**src/rtl/core/ust_pkg.sv**
```systemverilog
// Package of the UV sphere tessellator core: widths, arithmetic constants,
// register indexes, pipeline record types and small helper functions.
// No dependencies.
`default_nettype none
package ust_pkg;

  localparam int unsigned FRAC_BITS  = 8;
  localparam int unsigned MAX_COUNT  = 256;
  localparam int unsigned COUNT_W    = 9;
  localparam int unsigned INDEX_W    = 8;
  localparam int unsigned COORD_W    = 17;
  localparam int unsigned CORNER_W   = 3;
  localparam int unsigned RADIUS_W   = 16;
  localparam int unsigned ANGLE_W    = 32;
  localparam int unsigned DIV_W      = COUNT_W + 1;
  localparam int unsigned DIV_NUM_W  = 42;
  localparam int unsigned DIV_CELLS  = DIV_NUM_W;
  localparam int unsigned SINE_LAT   = 8;
  localparam int unsigned MUL_LAT    = 2;
  localparam int unsigned PIPE_LAT   = DIV_CELLS + SINE_LAT + MUL_LAT + 1;
  localparam int unsigned Q_W        = 31;
  localparam int unsigned SIN_W      = 16;

  localparam logic [Q_W-1:0] Q30_ONE = 31'd1073741824;
  localparam logic [Q_W-1:0] COEF1   = 31'd1686629713;
  localparam logic [Q_W-1:0] COEF3   = 31'd693598668;
  localparam logic [Q_W-1:0] COEF5   = 31'd85569306;
  localparam logic [Q_W-1:0] COEF7   = 31'd5026996;
  localparam logic [Q_W-1:0] COEF9   = 31'd172272;
  localparam logic [ANGLE_W-1:0] QUARTER_TURN = 32'h4000_0000;
  localparam logic [CORNER_W-1:0] LAST_CORNER = 3'd5;

  typedef enum logic [1:0] {
    REG_RADIUS     = 2'd0,
    REG_LAT_COUNT  = 2'd1,
    REG_LONG_COUNT = 2'd2
  } reg_idx_e;

  typedef struct packed {
    logic [DIV_W-1:0]     rem;
    logic [DIV_NUM_W-1:0] num;
    logic [ANGLE_W-1:0]   quo;
  } div_stage_t;

  typedef struct packed {
    logic                vld;
    logic [CORNER_W-1:0] corner;
  } tag_t;

  typedef struct packed {
    logic [Q_W-1:0] t;
    logic [1:0]     q;
    logic [Q_W-1:0] t2;
    logic [Q_W-1:0] r;
  } sine_stage_t;

  function automatic logic [COUNT_W-1:0] clamp_count(input logic [COUNT_W-1:0] v);
    logic [COUNT_W-1:0] res;
    if (v < COUNT_W'(3)) begin
      res = COUNT_W'(3);
    end else if (v > COUNT_W'(MAX_COUNT)) begin
      res = COUNT_W'(MAX_COUNT);
    end else begin
      res = v;
    end
    return res;
  endfunction

  // Corners 1, 2 and 4 take the next latitude; corners 2, 4 and 5 the next longitude.
  function automatic logic lat_step(input logic [CORNER_W-1:0] c);
    return (c == 3'd1) || (c == 3'd2) || (c == 3'd4);
  endfunction

  function automatic logic long_step(input logic [CORNER_W-1:0] c);
    return (c == 3'd2) || (c == 3'd4) || (c == 3'd5);
  endfunction

endpackage
`default_nettype wire

```
**src/rtl/core/ust_div_cell.sv**
```systemverilog
// One restoring division step: a single quotient bit per cell and enabled cycle.
// Depends on ust_pkg.
`default_nettype none
module ust_div_cell import ust_pkg::*; (
  input  wire logic             clk_i,
  input  wire logic             en_i,
  input  wire logic [DIV_W-1:0] div_i,
  input  wire div_stage_t       stage_i,
  output div_stage_t            stage_o
);

  div_stage_t stage_q, stage_d;
  logic [DIV_W:0] trial;
  logic [DIV_W:0] diff;
  logic           ge;

  always_comb begin
    trial = {stage_i.rem, stage_i.num[DIV_NUM_W-1]};
    diff  = trial - {1'b0, div_i};
    ge    = trial >= {1'b0, div_i};
    stage_d.rem = ge ? diff[DIV_W-1:0] : trial[DIV_W-1:0];
    stage_d.num = {stage_i.num[DIV_NUM_W-2:0], 1'b0};
    stage_d.quo = {stage_i.quo[ANGLE_W-2:0], ge};
  end

  always_ff @(posedge clk_i) begin
    if (en_i) begin
      stage_q <= stage_d;
    end
  end

  assign stage_o = stage_q;

endmodule
`default_nettype wire

```
**config.mk**
```make
export PLATFORM = sky130hd
export DESIGN_NAME = ust_div_cell
export DESIGN_NICKNAME = d
export VERILOG_FILES = /design/src/rtl/core/ust_pkg.sv /design/src/rtl/core/ust_div_cell.sv
export SDC_FILE = /design/constraint.sdc
export NUM_CORES = 1
export LEC_CHECK = 0
export ABC_AREA = 1
export BUFFER_PORTS_ARGS = -buffer_cell sky130_fd_sc_hd__clkbuf_2
export CORE_UTILIZATION = 30
export CTS_BUF_LIST = sky130_fd_sc_hd__clkbuf_8
export CTS_CLUSTER_SIZE = 20
export DETAILED_ROUTE_END_ITERATION = 10
export GPL_ROUTABILITY_DRIVEN = 0
export SYNTH_ARGS = -nofsm -noshare
export SYNTH_HDL_FRONTEND = slang
export SYNTH_SLANG_ARGS = --single-unit
```
**constraint.sdc**
```tcl
create_clock -name clk_i -period 3.4 [get_ports clk_i]
set_input_delay 1.02 -clock clk_i [delete_from_list [all_inputs] [get_ports clk_i]]
set_output_delay 1.02 -clock clk_i [all_outputs]
set_load 0.05 [all_outputs]
```
---- Yosys cells after proc, flatten, opt, wreduce, memory -nomap -nowiden ----
Cells that the tools add are included.
storage, ports and cells
  register bits ........................... 83
  latch bits .............................. 0
  memory bits (writable) .................. 0
  ROM bits ................................ 0
  input bits .............................. 96
  output and inout port bits .............. 84
  word-level logic and storage cells ...... 6
  memories ................................ 0
operators by class
  $add $sub $neg .......................... 1
  multiply operators ...................... 0
  div/mod/pow operators ................... 0
  magnitude comparators ................... 1
  equality and inequality tests ........... 0
  shift-type cells ........................ 0
  muxes and demuxes ....................... 1
  bitwise operators ....................... 0
  reduce and logical (&&, ||, !) cells .... 0
operators with widths
  operator                        count
  >= comparator 11 x 10 -> 1 bit  1
  2-to-1 mux 10 bit               1
  subtractor 10 bit               1

---- Logic depth before layout (Yosys ltp) ----
  word-level depth ........................ 2
  depth in mapped cells ................... 12

---- Worst setup path before layout ----
Ideal clock, no wire load.
  path kind ............................... input-to-reg
  from .................................... in div_i[5]
  to ...................................... reg stage_q (netlist bit stage_o[83]), data pin
  library setup time ...................... 252 ps
  arrival time ............................ 2158 ps
  path slack .............................. 990 ps
  stages .................................. 11
  cell sequence ........................... inv_1 > ha_1 > nand2_1 > inv_1 > a21oi_2 > nand2_2 > nand2_2 > nand2_4 > buf_12 > nand3_4 > nand2_2
RTL lines
  item                    line                RTL
  start: declaration      ust_div_cell.sv:7   input wire logic [DIV_W-1:0] div_i,
  end signal: assignment  ust_div_cell.sv:28  stage_q <= stage_d;
  end: declaration        ust_div_cell.sv:12  div_stage_t stage_q, stage_d;

==> results.toml <==
[timing]
finalHoldViolations = 0
totalNegativeSetupSlack_ps = 0
worst_slew_pin_slew_ps = 630
fmax_mhz = 429
setup-violations-final = 0
slew_viol_final = 0
rsz0062_at_grt = "false"
fin_crit_ps = 2330
relSlewSlack_pct = 58.0
fin_crit_sh_pct = 68.6

[synth]
syn_nets = 329
synth_top_family_by_area = "simple AND/OR/NAND/NOR gates"
synthFlopType = "edfxtp_1"
synthXorXnorAreaFrac_pct = 0.804
seq_area_frac_synth_pct = 76.3
synthAdderAreaFrac_pct = 4.44
ys_ff_latch = 83
synth.distinct_cells = 26
synthSimpleGateAreaFrac_pct = 13.0
synth_edf_count = 83
ys_warn_count = 0
netlist_area_sq_mm = 0.00327
synthArstFlopShare_pct = 0
synth.mux.area_fraction_pct = 0
synth-compound-area-share_pct = 1.26
syn-mean-instance-area_sq_um = 14.7
netlist_instances = 222

[setup_path]
start_kind = "input port"
critical-path-top-delay-family = "simple AND/OR/NAND/NOR gates"
cp.required_ps = 3520
worstPathArrival_ps = 2450
critPathSlowestCell = "ha_1"
worst-path-buf-inv = 3
critPathMaxStageDelay_ps = 360
path_class = "input port to flop"
crit_fanout = 13
cpMostUsedCell = "nand2_2"
path_cells = "clkbuf_2, inv_1, ha_1, nand2_1, nor2_2, nand2_2, nand2_2, nand2_2, nand2_4, inv_2, nand2_1, nand2_2"
worst_setup_path_end_kind = "flop"

[cells_and_area]
nets = 517
largest_reg_flops = 83
fillers = 1022
layout-drive-gt1-share_pct = 51.8
areaGrowthSynthToFinish_pct = 37.6
finish.utilization_pct = 43.0
fin_area_sq_mm = 0.00449
antenna_cells = 0

[die]
die_x_um = 106
die-area_sq_mm = 0.0113
core_area_sq_mm = 0.0105
io-pin-count = 180
start_util_pct = 31.2
std_cell_rows = 37
die_h_um = 106

[global_route]
grt_max_degree = 52
grt_pass1_wl_um = 11400
grt_pass1_vias = 2192
grt_usage_pct = 13.7
gr-total-overflow = 0
grt_antenna_before_repair = 0

[cts]
hold_buffers = 0
cts_buffers = 9
clock_tree.buffer_depth = 2
cts_root_buffer = "clkbuf_8"
clkTransAtPathRegs_ps = 100
cts_tree = "done"
post_cts_buffers = 0
htreeDepth = 3
cts.sinks = 83
ctsResizeCount = 0

[route]
route.detailed.drc = 0
wl_per_cell_um = 13.8
via_per_inst = 4.17
firstDrtPassIters = 4
via_count = 2295
ant_nets = 0
wirelength_um = 7620
drt_iter0_drc = 73

[power_and_ir_drop]
power_uw = 2520
peakVddDrop_uv = 227
power.density_mw_per_mm2 = 560
p_leak_uw = 0.00213

[place]
hpwl_um = 5980
numPortBuffers = 177
placed_area_sq_mm = 0.00431

[flow_run]
maxCapViolations = 0

[run_status]
status = "finished clean"

[hold_path]
hold_path.class = "input port to flop"
-- routing by layer --
metal / share of wire [%] / global-route usage (%)
met5: 0 / 0
met4: 1.6 / 6.85
met3: 8.0 / 3.62
met2: 49 / 23.3
met1: 42 / 15.9
-- layout by cell type (no fill, tap or decap), types with 2 or more instances in the layout --
cell type,n
edfxtp_1,83
inv_1,27
nand3_2,4
nor2_1,5
clkinvlp_4,2
xor2_1,3
buf_4,3
a21oi_1,4
clkbuf_8,9
nand2_1,52
clkbuf_2,176
nand3_1,8
nand2_2,9
nor2_2,2
ha_1,10
inv_6,3
-- synth_stat cells (2+ instances only) --
cell / count / area share [%]
a21oi_1: 4 / 0.61
edfxtp_1: 83 / 76
ha_1: 10 / 3.8
inv_1: 27 / 3.1
nand2_1: 52 / 6.0
nand2_2: 9 / 1.7
nand3_1: 8 / 1.2
nand3_2: 4 / 1.2
nor2_1: 5 / 0.57
nor2_2: 2 / 0.38
xor2_1: 3 / 0.80
-- power by group --
part           switching [uW]  internal (uW)
logic                     464            145
clock network             381            277
registers                22.5           1230
-- path summary, 6_finish.rpt --
check,start,to,slack (ps),depth (start not counted)
setup / recovery,div_i[5],stage_o[83],1070,12
hold / removal,stage_i[35],stage_o[36],830,1
-- logic make-up after synthesis --
logic type,after synthesis
and+or+nand+nor,87
DFF,83
buffers and inverters,30
adders and majority gates,11
AOI/OAI and AO/OA,7
xor gates and xnor gates,3
other,1
-- stage by stage --
stage	cells	setup WS, ps	hold slack (ps)
after floorplan	222	990	1120
after global routing	551	885	800
after global placement	535	674	1200
final	551	1070	831
after CTS	551	1060	808
after detailed placement	535	661	1200
-- area by class of cell --
class                      count  area [sq um]  area share [%]
clock inverter                 7          57.6            1.28
multi-input combinational    109           642            14.3
inverter                      28           105            2.34
sequential                    83          2490            55.5
timing repair buffer         179           903            20.1
tap                          136           170            3.79
clock buffer                   9           124            2.76
No activity file was read; power rests on OpenSTA's default activity.
